==> src/rtl/core/mpfg_pkg.sv <==
package mpfg_pkg;

	localparam int IDX_W        = 6;
	localparam int ROM_SLOTS    = 1 << IDX_W;
	localparam int ROM_USED     = 33;
	localparam int POLL_ENTRIES = 33;

	localparam logic [15:0] POLL_DELAY_RST   = 16'd1000;
	localparam logic [31:0] REBOOT_LIMIT_RST = 32'd600000;

	localparam logic [15:0] CRC_INIT  = 16'hFFFF;
	localparam logic [15:0] CRC_POLY  = 16'hA001;
	localparam logic [7:0]  SLAVE_ID  = 8'h01;
	localparam logic [7:0]  FUNC_READ = 8'h03;

	// Configuration register indexes
	localparam logic REG_POLL_DELAY   = 1'b0;
	localparam logic REG_REBOOT_LIMIT = 1'b1;

	// Poll table entries: page, offset, register count
	localparam logic [23:0] POLL_TABLE [ROM_USED] = '{
		24'h000A12, 24'h002408, 24'h004614, 24'h00560E, 24'h006E20, 24'h00C901,
		24'h0BB910, 24'h0BD703, 24'h0BDA05, 24'h0BDF11, 24'h0BF101, 24'h0BF201,
		24'h0BF301, 24'h0BF401, 24'h0BF501, 24'h041030, 24'h0D0001, 24'h0D4001,
		24'h0D8001, 24'h0DC001, 24'h0E0001, 24'h0E4001, 24'h0E8001, 24'h0EC001,
		24'h0F0001, 24'h0F4001, 24'h0F8001, 24'h0FC001, 24'h0B0001, 24'h0B4001,
		24'h0B8001, 24'h0BC001, 24'h030A10
	};

	typedef struct packed {
		logic       reboot;
		logic [7:0] page;
		logic [7:0] offset;
		logic [7:0] count;
		logic [7:0] crc_lo;
		logic [7:0] crc_hi;
	} job_t;

	// ROM word: page, offset, count, CRC low, CRC high
	typedef logic [39:0] rom_word_t;
	typedef rom_word_t rom_t [ROM_SLOTS];

	function automatic logic [15:0] crc_byte(input logic [15:0] crc_in, input logic [7:0] b);
		logic [15:0] crc;
		crc = crc_in ^ {8'h00, b};
		for (int k = 0; k < 8; k++) begin
			if (crc[0]) begin
				crc = (crc >> 1) ^ CRC_POLY;
			end else begin
				crc = crc >> 1;
			end
		end
		return crc;
	endfunction

	// The frame CRC depends only on the entry, so fold it into the ROM
	function automatic rom_t build_rom();
		rom_t        r;
		logic [23:0] entry;
		logic [15:0] crc;
		for (int i = 0; i < ROM_SLOTS; i++) begin
			entry = (i < ROM_USED) ? POLL_TABLE[i] : 24'h000000;
			crc   = CRC_INIT;
			crc   = crc_byte(crc, SLAVE_ID);
			crc   = crc_byte(crc, FUNC_READ);
			crc   = crc_byte(crc, entry[23:16]);
			crc   = crc_byte(crc, entry[15:8]);
			crc   = crc_byte(crc, 8'h00);
			crc   = crc_byte(crc, entry[7:0]);
			r[i]  = {entry, crc[7:0], crc[15:8]};
		end
		return r;
	endfunction

	localparam rom_t POLL_ROM = build_rom();

endpackage

==> src/rtl/core/modbus_poll_frame_generator.sv <==
// Modbus poll frame generator.
// Input channel (in_valid / in_stall / link_up): one transaction per
// millisecond tick. Output channel (out_valid / out_stall / frame_byte,
// last_byte, reboot_request): results of each tick, in order.
// Configuration channel (cfg_valid / cfg_ready / cfg_index / cfg_data) is
// always ready; index 0 is the poll delay, index 1 the reboot limit.
// When a tick is taken, the tick count and the table index update at the
// accepting edge, and the poll entry with its precomputed CRC is read from
// a constant ROM into a job slot. Results come from the registered current
// slot. A poll tick gives eight frame bytes, one per cycle while out_stall
// is low; a reboot tick gives one result and an idle tick none. A second
// job slot holds one more tick's job while the current one drains, so
// in_stall rises only when both slots are full. While out_stall is high
// the presented byte holds. Reset clears the tick count, the table index
// and both job slots and restores register defaults.
module modbus_poll_frame_generator #(
	parameter int POLL_ENTRIES = mpfg_pkg::POLL_ENTRIES
) (
	input  logic        clk,
	input  logic        arst_n,
	input  logic        in_valid,
	output logic        in_stall,
	input  logic        link_up,
	output logic        out_valid,
	input  logic        out_stall,
	output logic [7:0]  frame_byte,
	output logic        last_byte,
	output logic        reboot_request,
	input  logic        cfg_valid,
	output logic        cfg_ready,
	input  logic        cfg_index,
	input  logic [31:0] cfg_data
);
	import mpfg_pkg::*;

	localparam logic [IDX_W-1:0] LAST_IDX = IDX_W'(POLL_ENTRIES - 1);

	logic [15:0]      poll_delay_q;
	logic [31:0]      reboot_limit_q;
	logic [31:0]      elapsed_q;
	logic [IDX_W-1:0] poll_index_q;

	job_t             cur_q;
	logic             cur_valid_q;
	logic [2:0]       byte_cnt_q;
	job_t             pend_q;
	logic             pend_valid_q;

	logic [31:0]      elapsed_next;
	logic             in_accept;
	logic             reboot_hit;
	logic             poll_hit;
	logic             job_new;
	job_t             new_job;
	rom_word_t        rom_word;
	logic             cur_last;
	logic             out_take;
	logic             cur_done;

	assign cfg_ready = 1'b1;

	always_ff @(posedge clk or negedge arst_n) begin
		if (!arst_n) begin
			poll_delay_q   <= POLL_DELAY_RST;
			reboot_limit_q <= REBOOT_LIMIT_RST;
		end else if (cfg_valid && cfg_ready) begin
			case (cfg_index)
				REG_POLL_DELAY:   poll_delay_q   <= cfg_data[15:0];
				REG_REBOOT_LIMIT: reboot_limit_q <= cfg_data;
				default: ;
			endcase
		end
	end

	assign in_stall  = pend_valid_q;
	assign in_accept = in_valid && !in_stall;

	// Saturating tick count, then reboot check ahead of the poll check
	assign elapsed_next = (elapsed_q == '1) ? elapsed_q : elapsed_q + 32'd1;
	assign reboot_hit   = elapsed_next > reboot_limit_q;
	assign poll_hit     = !reboot_hit && link_up && (elapsed_next > {16'h0000, poll_delay_q});
	assign job_new      = in_accept && (reboot_hit || poll_hit);

	assign rom_word = POLL_ROM[poll_index_q];

	always_comb begin
		new_job        = '0;
		new_job.reboot = reboot_hit;
		if (!reboot_hit) begin
			{new_job.page, new_job.offset, new_job.count, new_job.crc_lo, new_job.crc_hi} =
				rom_word;
		end
	end

	always_ff @(posedge clk or negedge arst_n) begin
		if (!arst_n) begin
			elapsed_q    <= '0;
			poll_index_q <= '0;
		end else if (in_accept) begin
			elapsed_q <= poll_hit ? 32'd0 : elapsed_next;
			if (poll_hit) begin
				poll_index_q <= (poll_index_q >= LAST_IDX) ? '0 : poll_index_q + 1'b1;
			end
		end
	end

	assign cur_last = cur_q.reboot || (byte_cnt_q == 3'd7);
	assign out_take = cur_valid_q && !out_stall;
	assign cur_done = out_take && cur_last;

	always_ff @(posedge clk or negedge arst_n) begin
		if (!arst_n) begin
			cur_valid_q  <= 1'b0;
			pend_valid_q <= 1'b0;
			byte_cnt_q   <= '0;
		end else begin
			if (!cur_valid_q || cur_done) begin
				byte_cnt_q <= '0;
				if (pend_valid_q) begin
					cur_valid_q  <= 1'b1;
					pend_valid_q <= 1'b0;
				end else begin
					cur_valid_q <= job_new;
				end
			end else begin
				if (out_take) begin
					byte_cnt_q <= byte_cnt_q + 3'd1;
				end
				if (job_new) begin
					pend_valid_q <= 1'b1;
				end
			end
		end
	end

	always_ff @(posedge clk) begin
		if (!cur_valid_q || cur_done) begin
			cur_q <= pend_valid_q ? pend_q : new_job;
		end else if (job_new) begin
			pend_q <= new_job;
		end
	end

	// Byte select in wire order
	always_comb begin
		case (byte_cnt_q)
			3'd0:    frame_byte = SLAVE_ID;
			3'd1:    frame_byte = FUNC_READ;
			3'd2:    frame_byte = cur_q.page;
			3'd3:    frame_byte = cur_q.offset;
			3'd4:    frame_byte = 8'h00;
			3'd5:    frame_byte = cur_q.count;
			3'd6:    frame_byte = cur_q.crc_lo;
			3'd7:    frame_byte = cur_q.crc_hi;
			default: frame_byte = 8'h00;
		endcase
		if (cur_q.reboot) begin
			frame_byte = 8'h00;
		end
	end

	assign out_valid      = cur_valid_q;
	assign last_byte      = cur_last;
	assign reboot_request = cur_q.reboot;

	a_pend_behind_cur: assert property (@(posedge clk) disable iff (!arst_n)
		pend_valid_q |-> cur_valid_q)
		else $error("pending job without a current job");

	a_reboot_single: assert property (@(posedge clk) disable iff (!arst_n)
		(out_valid && reboot_request) |-> (last_byte && byte_cnt_q == 3'd0))
		else $error("reboot result not a single result");

	a_poll_clears: assert property (@(posedge clk) disable iff (!arst_n)
		(in_accept && poll_hit) |=> (elapsed_q == 32'd0))
		else $error("tick count not cleared after poll");

	a_byte_advance: assert property (@(posedge clk) disable iff (!arst_n)
		(out_take && !cur_last) |=> (cur_valid_q && byte_cnt_q == 3'($past(byte_cnt_q) + 3'd1)))
		else $error("frame byte did not advance");

endmodule
==> config.mk <==
export PLATFORM = sky130hd
export DESIGN_NAME = modbus_poll_frame_generator
export DESIGN_NICKNAME = d
export VERILOG_FILES = /design/src/rtl/core/mpfg_pkg.sv /design/src/rtl/core/modbus_poll_frame_generator.sv
export SDC_FILE = /design/constraint.sdc
export NUM_CORES = 1
export LEC_CHECK = 0
export BUFFER_PORTS_ARGS = -buffer_cell sky130_fd_sc_hd__buf_2
export CAP_MARGIN = 15
export CORE_ASPECT_RATIO = 1.25
export CORE_MARGIN = 2
export CORE_UTILIZATION = 38
export CTS_CLUSTER_DIAMETER = 60
export CTS_CLUSTER_SIZE = 8
export DETAILED_ROUTE_END_ITERATION = 10
export GPL_TIMING_DRIVEN = 1
export PLACE_DENSITY = 0.65
export RECOVER_POWER = 50
export SETUP_SLACK_MARGIN = 0.05
export SLEW_MARGIN = 5
export SYNTH_ARGS = -nofsm -noshare
export SYNTH_HDL_FRONTEND = slang
export SYNTH_SLANG_ARGS = --single-unit
==> constraint.sdc <==
create_clock -name clk -period 9.3 [get_ports clk]
set_clock_uncertainty 0.15 [all_clocks]
set_input_delay 1.395 -clock clk [delete_from_list [all_inputs] [get_ports clk]]
set_output_delay 1.395 -clock clk [all_outputs]
set_load 0.02 [all_outputs]
==> impl_metrics.env, run 1 <==
export IMPL_yosys_top_cells_area="dfrtp_1 21%, edfxtp_1 20%, ha_1 9.0%"
export IMPL_io_buffers=50
export IMPL_drv_cap=4
export IMPL_viasPerCell=5.419
export IMPL_cp_max_fo=22
export IMPL_htreeDepth=4
export IMPL_dieArea_um2=25800
export IMPL_initial_utilization=0.3841
export IMPL_syn_cell_area_um2=9320
export IMPL_die_height_um=179.1
export IMPL_core_area_um2=24260
export IMPL_syn_inst=930
export IMPL_period_share=0.6587
export IMPL_area_delta_synth_final_pct=11.95
export IMPL_critPathKind="register to register"
export IMPL_diodes=0
export IMPL_min_path_type="register to register"
export IMPL_drive_gt1_frac=0.1826
export IMPL_outcome="finished with violations"
export IMPL_clockRootBuffer="clkbuf_16"
export IMPL_cp_required_ps=9510
export IMPL_synthFlopType="dfrtp_1"
export IMPL_crit_top_cell="nand4_1"
export IMPL_num_vias=7012
export IMPL_synth_edff_count=62
export IMPL_r2r_start="elapsed_q[0]$_DFFE_PN0P_"
export IMPL_slowest_stage="nor2_2"
export IMPL_synth_warnings=0
export IMPL_max_slew_worst_pin_slew_ps=3740
export IMPL_min_period_ps=6126
export IMPL_r2r_slack_ps=3170
export IMPL_firstDrtPassIters=6
export IMPL_slowest_delay_ps=910
export IMPL_hold_viol=0
export IMPL_grt_use_total=0.1733
export IMPL_postCtsSetupBuffers=0
export IMPL_rsz0062_at_grt="no"
export IMPL_max_slew_margin=-1.494
export IMPL_startpoint_type="register"
export IMPL_grt_max_degree=69
export IMPL_syn_area_per_cell_um2=10.02
export IMPL_yosysTopAreaCellShare=0.2067
export IMPL_num_io_pins=52
export IMPL_antenna_left=0
export IMPL_max_freq_mhz=163.2
export IMPL_cts_sinks=153
export IMPL_async_reset_ff_frac=0.5948
export IMPL_fin_tns_setup_ps=0
export IMPL_r2r_cells=18
export IMPL_ys_seq_area_frac=0.4460
export IMPL_max_vdd_ir_drop_mv=0.1509
export IMPL_drc=0
export IMPL_yosys_area_top_type="dfrtp_1"
export IMPL_grt_pass1_wl_um=35170
export IMPL_cts_resized=0
export IMPL_arrival_ps=6330
export IMPL_dpl_hpwl_um=15420
export IMPL_synth_seq_cells=153
export IMPL_p_leak_nw=4.464
export IMPL_critPathLaunch="elapsed_q[0]$_DFFE_PN0P_"
export IMPL_drt_iter0_drc=658
export IMPL_end_kind="register"
export IMPL_endpoint="elapsed_q[19]$_DFFE_PN0P_"
export IMPL_slew_viol_final=169
export IMPL_gp_congestion=0.9040
export IMPL_r2r_end="elapsed_q[19]$_DFFE_PN0P_"
export IMPL_drt_wirelength_per_cell_um=16.76
export IMPL_clk_pin_slew_worst_paths_ps=70
export IMPL_die_w_um=144.1
export IMPL_cts_tree="yes"
export IMPL_hold_buffers=0
export IMPL_crit_chain="ha_1 -> nand4_1 -> or4_1 -> or2_2 -> nand2b_1 -> nor2_1 -> nand4_1 -> xnor2_1 -> ha_1 -> nand4_1 -> or4_1 -> a221o_1 -> a221oi_1 -> nand3_1 -> nor4b_4 -> a31oi_2 -> nor2_2 -> a22o_1"
export IMPL_grt_ovfl_total=0
export IMPL_syn_nets=1036
export IMPL_grt_pass1_vias=6813
export IMPL_mostFrequentLayoutCells="90 x nand2_1, 77 x dfrtp_1, 69 x inv_1"
export IMPL_clockBufferDepth=2
export IMPL_power_density_nw_per_um2=256.3
export IMPL_layout_commonest_cell="nand2_1"
export IMPL_nFillCells=2321
export IMPL_cts_buffers=17
export IMPL_post_route_util=0.4300
export IMPL_clock_latency_ps=430
export IMPL_finalWirelength_um=21680
export IMPL_synth_distinct_cells=74
export IMPL_fin_nets=1057
export IMPL_violations="capacitance limit, slew limit"
export IMPL_setup_viol=0
export IMPL_rows=64
export IMPL_antenna_found_initial=0
==> worst min path at each step <==
stage                                        start                        endpoint  slack, ps  depth (start not counted)
CTS                 reboot_limit_q[15]$_DFFE_PN0P_  reboot_limit_q[15]$_DFFE_PN0P_        360                          1
detailed placement  reboot_limit_q[30]$_DFFE_PN0P_  reboot_limit_q[30]$_DFFE_PN0P_        340                          1
global placement    reboot_limit_q[17]$_DFFE_PN0P_  reboot_limit_q[17]$_DFFE_PN0P_        340                          1
global route        reboot_limit_q[23]$_DFFE_PN0P_  reboot_limit_q[23]$_DFFE_PN0P_        370                          1
finish              reboot_limit_q[14]$_DFFE_PN0P_  reboot_limit_q[14]$_DFFE_PN0P_        350                          1
floorplan           reboot_limit_q[31]$_DFFE_PN0P_  reboot_limit_q[31]$_DFFE_PN0P_        330                          1
==> metal layers <==
| layer | part of all wire | GRT usage | vias to the layer above |
|---|---|---|---|
| met5 | 0 | 0 | - |
| met4 | 0.025 | 0.06454 | 0 |
| met3 | 0.036 | 0.02831 | 41 |
| met2 | 0.49 | 0.2935 | 189 |
| met1 | 0.45 | 0.2225 | 3359 |
| li1 | - | - | 3423 |
==> registers in the layout, indices dropped and copies added, names as in the netlist <==
name,cells
elapsed_q,32
reboot_limit_q,32
pend_q,31
cur_q,30
poll_delay_q,16
poll_index_q,6
byte_cnt_q,3
in_stall,1
out_valid,1
reboot_request,1
==> critical path: cells and delay by family (launching register included) <==
| kind | cells | cell delay (ps) |
|---|---|---|
| AND/OR/NAND/NOR | 11 | 3550 |
| AO/OA/AOI/OAI | 4 | 1140 |
| adder cells (fa/ha/maj) | 2 | 630 |
| flip-flops | 1 | 450 |
| XOR/XNOR | 1 | 130 |
==> cells in the mapped netlist, types with 22 or more instances <==
cell type   n
nor2_1     55
edfxtp_1   62
dfrtp_1    77
a22o_1     23
mux2_2     54
inv_1      69
nand3_1    22
o21ai_0    49
xnor2_1    23
a21oi_1    54
ha_1       67
nand2_1    90
clkbuf_1   39
==> area by class of cell <==
| type | count | area (um2) | share of cell area |
|---|---|---|---|
| Multi-Input combinational cell | 652 | 4674 | 0.4480 |
| Sequential cell | 153 | 4156 | 0.3984 |
| Clock buffer | 17 | 425.4 | 0.04077 |
| Tap cell | 330 | 412.9 | 0.03957 |
| Timing Repair Buffer | 57 | 289.0 | 0.02770 |
| Inverter | 70 | 262.8 | 0.02518 |
| Clock inverter | 15 | 212.7 | 0.02039 |
==> logic make-up (layout without fill, tap and decap cells) <==
group | count (synthesis) | count (layout) | share of synthesized area
XOR/XNOR | 35 | 35 | 0.03370
AO/OA/AOI/OAI | 217 | 217 | 0.1591
flip-flops | 153 | 153 | 0.4460
other | 1 | 1 | 0.0004024
AND/OR/NAND/NOR | 270 | 270 | 0.1435
buffers and inverters | 125 | 159 | 0.05303
multiplexers | 62 | 62 | 0.07437
adder cells (fa/ha/maj) | 67 | 67 | 0.08994
==> power breakdown <==
| group | internal, mW | total, mW | switching (mW) |
|---|---|---|---|
| clock | 0.456 | 0.759 | 0.303 |
| sequential | 0.912 | 1.04 | 0.133 |
| combinational | 0.345 | 0.870 | 0.524 |
==> per-stage QoR <==
stage / area, um2 / setup WS, ps / instances / total power, mW / hold WS, ps
floorplan: 9320 / 2744 / 930 / 1.674 / 329.3
global placement: 9818 / 3454 / 1262 / 1.901 / 338.4
detailed placement: 9818 / 3251 / 1262 / 1.916 / 343.6
CTS: 10460 / 3206 / 1294 / 2.685 / 359.3
global route: 10430 / 2609 / 1294 / 2.835 / 367.5
finish: 10430 / 3174 / 1294 / 2.674 / 354.7
Power figures use the tool's default switching activity.
==> inputs of run 2 (changes only) <==
ABC_AREA = 1   (was not set)
clock period = 5.7 ns   (was 9.3 ns; I/O delays follow)
==> run 2 against run 1 <==
Against the previous run:
- the flow still finishes with violations (capacitance limit, slew limit)
- via count up 13%
- final area rose by 1.2%
- first-iteration DRC count shrank 19%
- global-route usage is 1.0 points higher
- synthesized area is 1.6% higher
- largest cell class unchanged
- largest power group is now combinational logic
==> impl_metrics.env, run 2 <==
export IMPL_outcome="finished with violations"
export IMPL_violations="capacitance limit, slew limit"
export IMPL_grt_pass1_wl_um=39050
export IMPL_yosys_area_top_type="dfrtp_1"
export IMPL_synth_seq_cells=153
export IMPL_diodes=0
export IMPL_drt_iter0_drc=531
export IMPL_ys_top_cells_by_count="329 x nand2_1, 155 x inv_1, 116 x nor2_1"
export IMPL_synth_distinct_cells=52
export IMPL_grt_max_degree=65
export IMPL_cp_required_ps=5640
export IMPL_area_delta_synth_final_pct=11.58
export IMPL_end_kind="register"
export IMPL_drv_cap=4
export IMPL_cts_resized=0
export IMPL_use_met2=0.3166
export IMPL_clockBufferDepth=2
export IMPL_p_leak_nw=5.069
export IMPL_yosysTopAreaCellShare=0.2036
export IMPL_cts_buffers=17
export IMPL_drive_gt1_frac=0.1096
export IMPL_fin_tns_setup_ps=0
export IMPL_die_height_um=180.5
export IMPL_setup_viol=0
export IMPL_num_io_pins=52
export IMPL_ys_seq_area_frac=0.4391
export IMPL_yosysMostFrequentCell="nand2_1"
export IMPL_rsz0062_at_grt="no"
export IMPL_use_met1=0.2211
export IMPL_seq_area_um2=4156
export IMPL_total_power_mw=4.837
export IMPL_core_area_um2=24500
export IMPL_clk_pin_slew_worst_paths_ps=60
export IMPL_gp_congestion=0.9412
export IMPL_hold_buffers=0
export IMPL_max_vdd_ir_drop_mv=0.2736
export IMPL_antenna_left=0
export IMPL_grt_use_total=0.1836
export IMPL_cts_sinks=153
export IMPL_async_reset_ff_frac=0.5948
export IMPL_finalWirelength_um=23280
export IMPL_dieArea_um2=26200
export IMPL_multi_input_area_um2=4512
export IMPL_dpl_hpwl_um=17420
export IMPL_clock_latency_ps=440
export IMPL_die_w_um=145.2
export IMPL_syn_cell_area_um2=9465
export IMPL_arrival_ps=4680
export IMPL_num_vias=7903
export IMPL_syn_area_per_cell_um2=7.862
export IMPL_grt_pass1_vias=7889
export IMPL_slew_viol_final=198
export IMPL_viasPerCell=5.002
export IMPL_drt_wirelength_per_cell_um=14.73
export IMPL_top_regs="elapsed_q x32, reboot_limit_q x32, pend_q x31"
export IMPL_firstDrtPassIters=5
export IMPL_antenna_found_initial=0
export IMPL_cts_tree="yes"
export IMPL_syn_nets=1310
export IMPL_period_share=0.8327
export IMPL_fin_nets=1343
export IMPL_fin_hold_ws_ps=337.1
export IMPL_grt_met3_usage=0.02835
export IMPL_hold_viol=0
export IMPL_cp_max_fo=31
export IMPL_nFillCells=2542
export IMPL_mostFrequentLayoutCells="329 x nand2_1, 155 x inv_1, 116 x nor2_1"
export IMPL_yosys_top_cells_area="dfrtp_1 20%, edfxtp_1 20%, nand2_1 13%"
export IMPL_max_freq_mhz=210.7
export IMPL_min_path_type="register to register"
export IMPL_io_buffers=50
export IMPL_syn_inst=1204
export IMPL_synthFlopType="dfrtp_1"
export IMPL_max_slew_margin=-0.2409
export IMPL_min_period_ps=4746
export IMPL_grt_ovfl_total=0
export IMPL_critPathKind="register to register"
export IMPL_postCtsSetupBuffers=0
export IMPL_clockRootBuffer="clkbuf_16"
export IMPL_rows=64
export IMPL_drc=0
export IMPL_top_usage_layer="met2"
export IMPL_max_slew_worst_pin_slew_ps=1857
export IMPL_initial_utilization=0.3863
export IMPL_power_density_nw_per_um2=458.0
export IMPL_synth_edff_count=62
export IMPL_htreeDepth=4
export IMPL_startpoint_type="register"
export IMPL_synth_warnings=0
export IMPL_layout_commonest_cell="nand2_1"
[run 2: cell families (layout without fill, tap and decap cells)]
group                    count (synthesis)  count (layout)  share of synthesized area
AND/OR/NAND/NOR                        572             572                     0.2601
AO/OA/AOI/OAI                          198             198                     0.1165
XOR/XNOR                                12              12                    0.01110
adder cells (fa/ha/maj)                 67              67                    0.08857
flip-flops                             153             153                     0.4391
buffers and inverters                  201             247                    0.08420
other                                    1               1                  0.0003962
[run 2: power breakdown]
part,switching [mW],total (mW),internal [mW],leakage [nW]
Combinational,1.27,1.87,0.598,3.06
Clock,0.509,1.17,0.663,0.296
Sequential,0.205,1.80,1.59,1.71
Total,1.98,4.84,2.85,5.07
[run 2: final timing paths]
path / from / to / slack (ps) / depth (start not counted)
hold reg to reg: poll_delay_q[1]$_DFFE_PN0P_ / poll_delay_q[1]$_DFFE_PN0P_ / 340 / 2
setup reg to reg: elapsed_q[0]$_DFFE_PN0P_ / pend_q[28]$_DFFE_PP_ / 950 / 17
min in group asynchronous: arst_n / reboot_limit_q[14]$_DFFE_PN0P_ / 660 / 1
max in group asynchronous: arst_n / poll_index_q[1]$_DFFE_PN0P_ / 2460 / 2
setup / recovery: elapsed_q[0]$_DFFE_PN0P_ / pend_q[28]$_DFFE_PP_ / 950 / 17
hold / removal: poll_delay_q[1]$_DFFE_PN0P_ / poll_delay_q[1]$_DFFE_PN0P_ / 340 / 2
[run 2: critical path: stages, from the launching register on]
cell,delay (ps)
dfrtp_1,460
ha_1,260
inv_2,90
nor2_4,170
nand2_4,100
nor2_8,160
nand3b_4,320
nand2_1,240
ha_1,170
nand2_1,90
nor2_1,160
nand4_1,140
nor3_1,430
nand3_1,190
a21boi_1,410
nand3_4,270
a21oi_2,180
buf_4,400
[run 2: per-layer routing]
| layer | vias up | wire (um) |
|---|---|---|
| met5 | - | 0 |
| met4 | 0 | 1056 |
| met3 | 56 | 696 |
| met2 | 187 | 11600 |
| met1 | 3664 | 9927 |
| li1 | 3996 | - |
[run 2: layout make-up]
cell class	count	area share
Multi-Input combinational cell	850	0.4272
Sequential cell	153	0.3936
Inverter	159	0.05651
Clock buffer	17	0.04028
Tap cell	330	0.03909
Timing Repair Buffer	56	0.02666
Clock inverter	15	0.01670
[run 2: metrics by stage]
stage          utilization  cells  setup WS (ps)  instance area, um2
6_report            0.4310   1580          953.9               10560
5_1_grt             0.4310   1580          632.2               10560
4_1_cts             0.4318   1580          999.5               10580
3_5_place_dp        0.4072   1548           1008                9978
3_3_place_gp        0.4072   1548           1199                9978
2_1_floorplan            -   1204           1069                9465
==> inputs of run 3 (changes only) <==
ABC_AREA = 0   (was 1)
PLACE_DENSITY = 0.67   (was 0.65)
clock period = 4.26 ns   (was 5.7 ns; I/O delays follow)
==> run 3 against run 2 <==
Against the previous run:
- final cell count fell by 6.6%
- worst hold slack got worse by 71 ps
- total power rose by 33%
- routed wire length rose by 6.1%
- the flow finishes with violations (capacitance limit, slew limit, setup timing)
- first-iteration DRC count rose by 21%
- clock power rose by 21%
- highest routed layer unchanged
==> impl_metrics.env, run 3 (synthesized netlist as in run 1, its figures left out) <==
export IMPL_outcome="finished with violations"
export IMPL_violations="capacitance limit, slew limit, setup timing"
export IMPL_slowest_delay_ps=570
export IMPL_path_delay_family="simple AND/OR/NAND/NOR gates"
export IMPL_nFillCells=2137
export IMPL_io_buffers=50
export IMPL_critPathBufInv=3
export IMPL_r2r_end="elapsed_q[3]$_DFFE_PN0P_"
export IMPL_endpoint="elapsed_q[3]$_DFFE_PN0P_"
export IMPL_antenna_left=0
export IMPL_r2r_cells=20
export IMPL_grt_max_degree=65
export IMPL_finalWirelength_um=24700
export IMPL_slew_viol_final=98
export IMPL_critPathLaunch="elapsed_q[8]$_DFFE_PN0P_"
export IMPL_cts_sinks=153
export IMPL_die_w_um=144.1
export IMPL_firstDrtPassIters=5
export IMPL_initial_utilization=0.3841
export IMPL_cp_max_fo=11
export IMPL_arrival_ps=5170
export IMPL_period_share=1.168
export IMPL_drt_wirelength_per_cell_um=16.75
export IMPL_clockBufferDepth=2
export IMPL_core_area_um2=24260
export IMPL_fin_cells=1475
export IMPL_finalWorstSetupSlack_ps=-715.9
export IMPL_drv_cap=2
export IMPL_max_vdd_ir_drop_mv=0.3563
export IMPL_top_regs="elapsed_q x32, reboot_limit_q x32, pend_q x31"
export IMPL_placed_cells=1399
export IMPL_crit_chain="nand4_2 -> or4_4 -> or2_4 -> nand4_1 -> or2_4 -> nor2_4 -> xor2_2 -> ha_1 -> nand4_1 -> or4_4 -> a221o_1 -> a221oi_2 -> nand3_1 -> nor4b_4 -> buf_4 -> a31oi_4 -> nor2_4 -> buf_6 -> buf_12 -> o2bb2ai_1"
export IMPL_diodes=0
export IMPL_hold_viol=0
export IMPL_cp_depth=20
export IMPL_dieArea_um2=25800
export IMPL_clk_pin_slew_worst_paths_ps=60
export IMPL_max_freq_mhz=201.0
export IMPL_cts_buffers=17
export IMPL_drc=0
export IMPL_rows=64
export IMPL_clockRootBuffer="clkbuf_16"
export IMPL_grt_pass1_wl_um=37920
export IMPL_dpl_hpwl_um=17270
export IMPL_clock_latency_ps=440
export IMPL_area_delta_synth_final_pct=35.63
export IMPL_use_met2=0.3397
export IMPL_drt_iter0_drc=643
export IMPL_grt_pass1_vias=7645
export IMPL_max_slew_worst_pin_slew_ps=3637
export IMPL_total_power_mw=6.446
export IMPL_grt_ovfl_total=0
export IMPL_min_period_ps=4976
export IMPL_die_height_um=179.1
export IMPL_htreeDepth=4
export IMPL_use_met1=0.2239
export IMPL_fin_nets=1238
export IMPL_num_io_pins=52
export IMPL_r2r_slack_ps=-720
export IMPL_drive_gt1_frac=0.3869
export IMPL_cp_required_ps=4460
export IMPL_num_vias=7790
export IMPL_power_density_nw_per_um2=509.9
export IMPL_end_kind="register"
export IMPL_max_slew_margin=-1.425
export IMPL_r2r_start="elapsed_q[8]$_DFFE_PN0P_"
export IMPL_setup_viol=132
export IMPL_antenna_found_initial=0
export IMPL_mostFrequentLayoutCells="146 x buf_4, 86 x nand2_1, 76 x dfrtp_1"
export IMPL_top_usage_layer="met2"
export IMPL_cts_tree="yes"
export IMPL_critPathKind="register to register"
export IMPL_p_leak_nw=5.558
export IMPL_layout_commonest_cell="buf_4"
export IMPL_viasPerCell=5.281
export IMPL_min_path_type="input pin to register"
export IMPL_gp_congestion=0.9520
export IMPL_slowest_stage="or4_4"
export IMPL_rsz0062_at_grt="yes"
export IMPL_startpoint_type="register"
export IMPL_grt_met3_usage=0.02991
export IMPL_grt_use_total=0.1881
run 3: cell types whose count changed in the layout (fill, tap and decap cells not counted), moves of 32 or more:
cell | previous run | this run
nand3_1 | 63 | 19
buf_4 | 3 | 146
inv_1 | 155 | 68
mux2_2 | 0 | 52
buf_6 | 0 | 32
nand2_1 | 329 | 86
nor2_1 | 116 | 41
run 3: final cells by class:
class / instances / area, um2 / area share
sequential: 153 / 4158 / 0.3289
inverter: 70 / 270.3 / 0.02138
timing repair buffer: 238 / 1886 / 0.1492
multi-input combinational: 652 / 5375 / 0.4252
clock buffer: 17 / 425.4 / 0.03365
clock inverter: 15 / 113.9 / 0.009007
tap: 330 / 412.9 / 0.03266
run 3: worst min-delay path by stage:
stage                                              start  slack [ps]                        endpoint  depth (start not counted)
after global placement    reboot_limit_q[20]$_DFFE_PN0P_         340  reboot_limit_q[20]$_DFFE_PN0P_                          1
after floorplan                                   arst_n         190       byte_cnt_q[0]$_DFFE_PN0P_                          0
after detailed placement  reboot_limit_q[18]$_DFFE_PN0P_         340  reboot_limit_q[18]$_DFFE_PN0P_                          1
after CTS                                         arst_n         210       byte_cnt_q[0]$_DFFE_PN0P_                          1
after global routing                         cfg_data[3]         270     poll_delay_q[3]$_DFFE_PN1P_                          3
final                                        cfg_data[1]         270     poll_delay_q[1]$_DFFE_PN0P_                          3
run 3: report_power, final:
| part | switching [mW] | internal, mW | leakage [nW] | total [mW] |
|---|---|---|---|---|
| registers | 0.232 | 1.99 | 1.69 | 2.22 |
| clock network | 0.663 | 0.753 | 0.249 | 1.42 |
| logic | 1.51 | 1.30 | 3.62 | 2.81 |
| total | 2.41 | 4.04 | 5.56 | 6.45 |
run 3: metal layers:
metal,up-vias,share of wire
met5,-,0
met4,0,0.021
met3,42,0.030
met2,181,0.52
met1,3781,0.43
li1,3786,-
run 3: worst reg2reg max path, cell delays in order, from the launching register on:
cell and delay (ps):
dfrtp_1 370, nand4_2 160, or4_4 570, or2_4 280, nand4_1 140, or2_4 170, nor2_4 50, xor2_2 180
ha_1 300, nand4_1 110, or4_4 440, a221o_1 330, a221oi_2 230, nand3_1 160, nor4b_4 380, buf_4 180
a31oi_4 130, nor2_4 190, buf_6 140, buf_12 140, o2bb2ai_1 130
run 3: timing repair:
item	in CTS	in global routing
endpoints found under the setup margin	133	133
pin swaps	6	40
buffers inserted	13	32
cloned	1	1
gates resized for setup	47	113
hold buffers	0	0
run 3: per-stage QoR:
step           area (um2)  hold WS (ps)  utilization  setup slack (ps)  setup TNS [ps]
3_5_place_dp        10980         344.4       0.4525            -715.4          -67870
2_1_floorplan        9473         193.4            -             -1887          -74660
5_1_grt             12640         271.0       0.5210            -918.2          -93020
4_1_cts             11880         206.8       0.4898            -625.2          -60030
3_3_place_gp        10980         338.4       0.4525            -651.2          -59200
6_report            12640         266.4       0.5210            -715.9          -61710
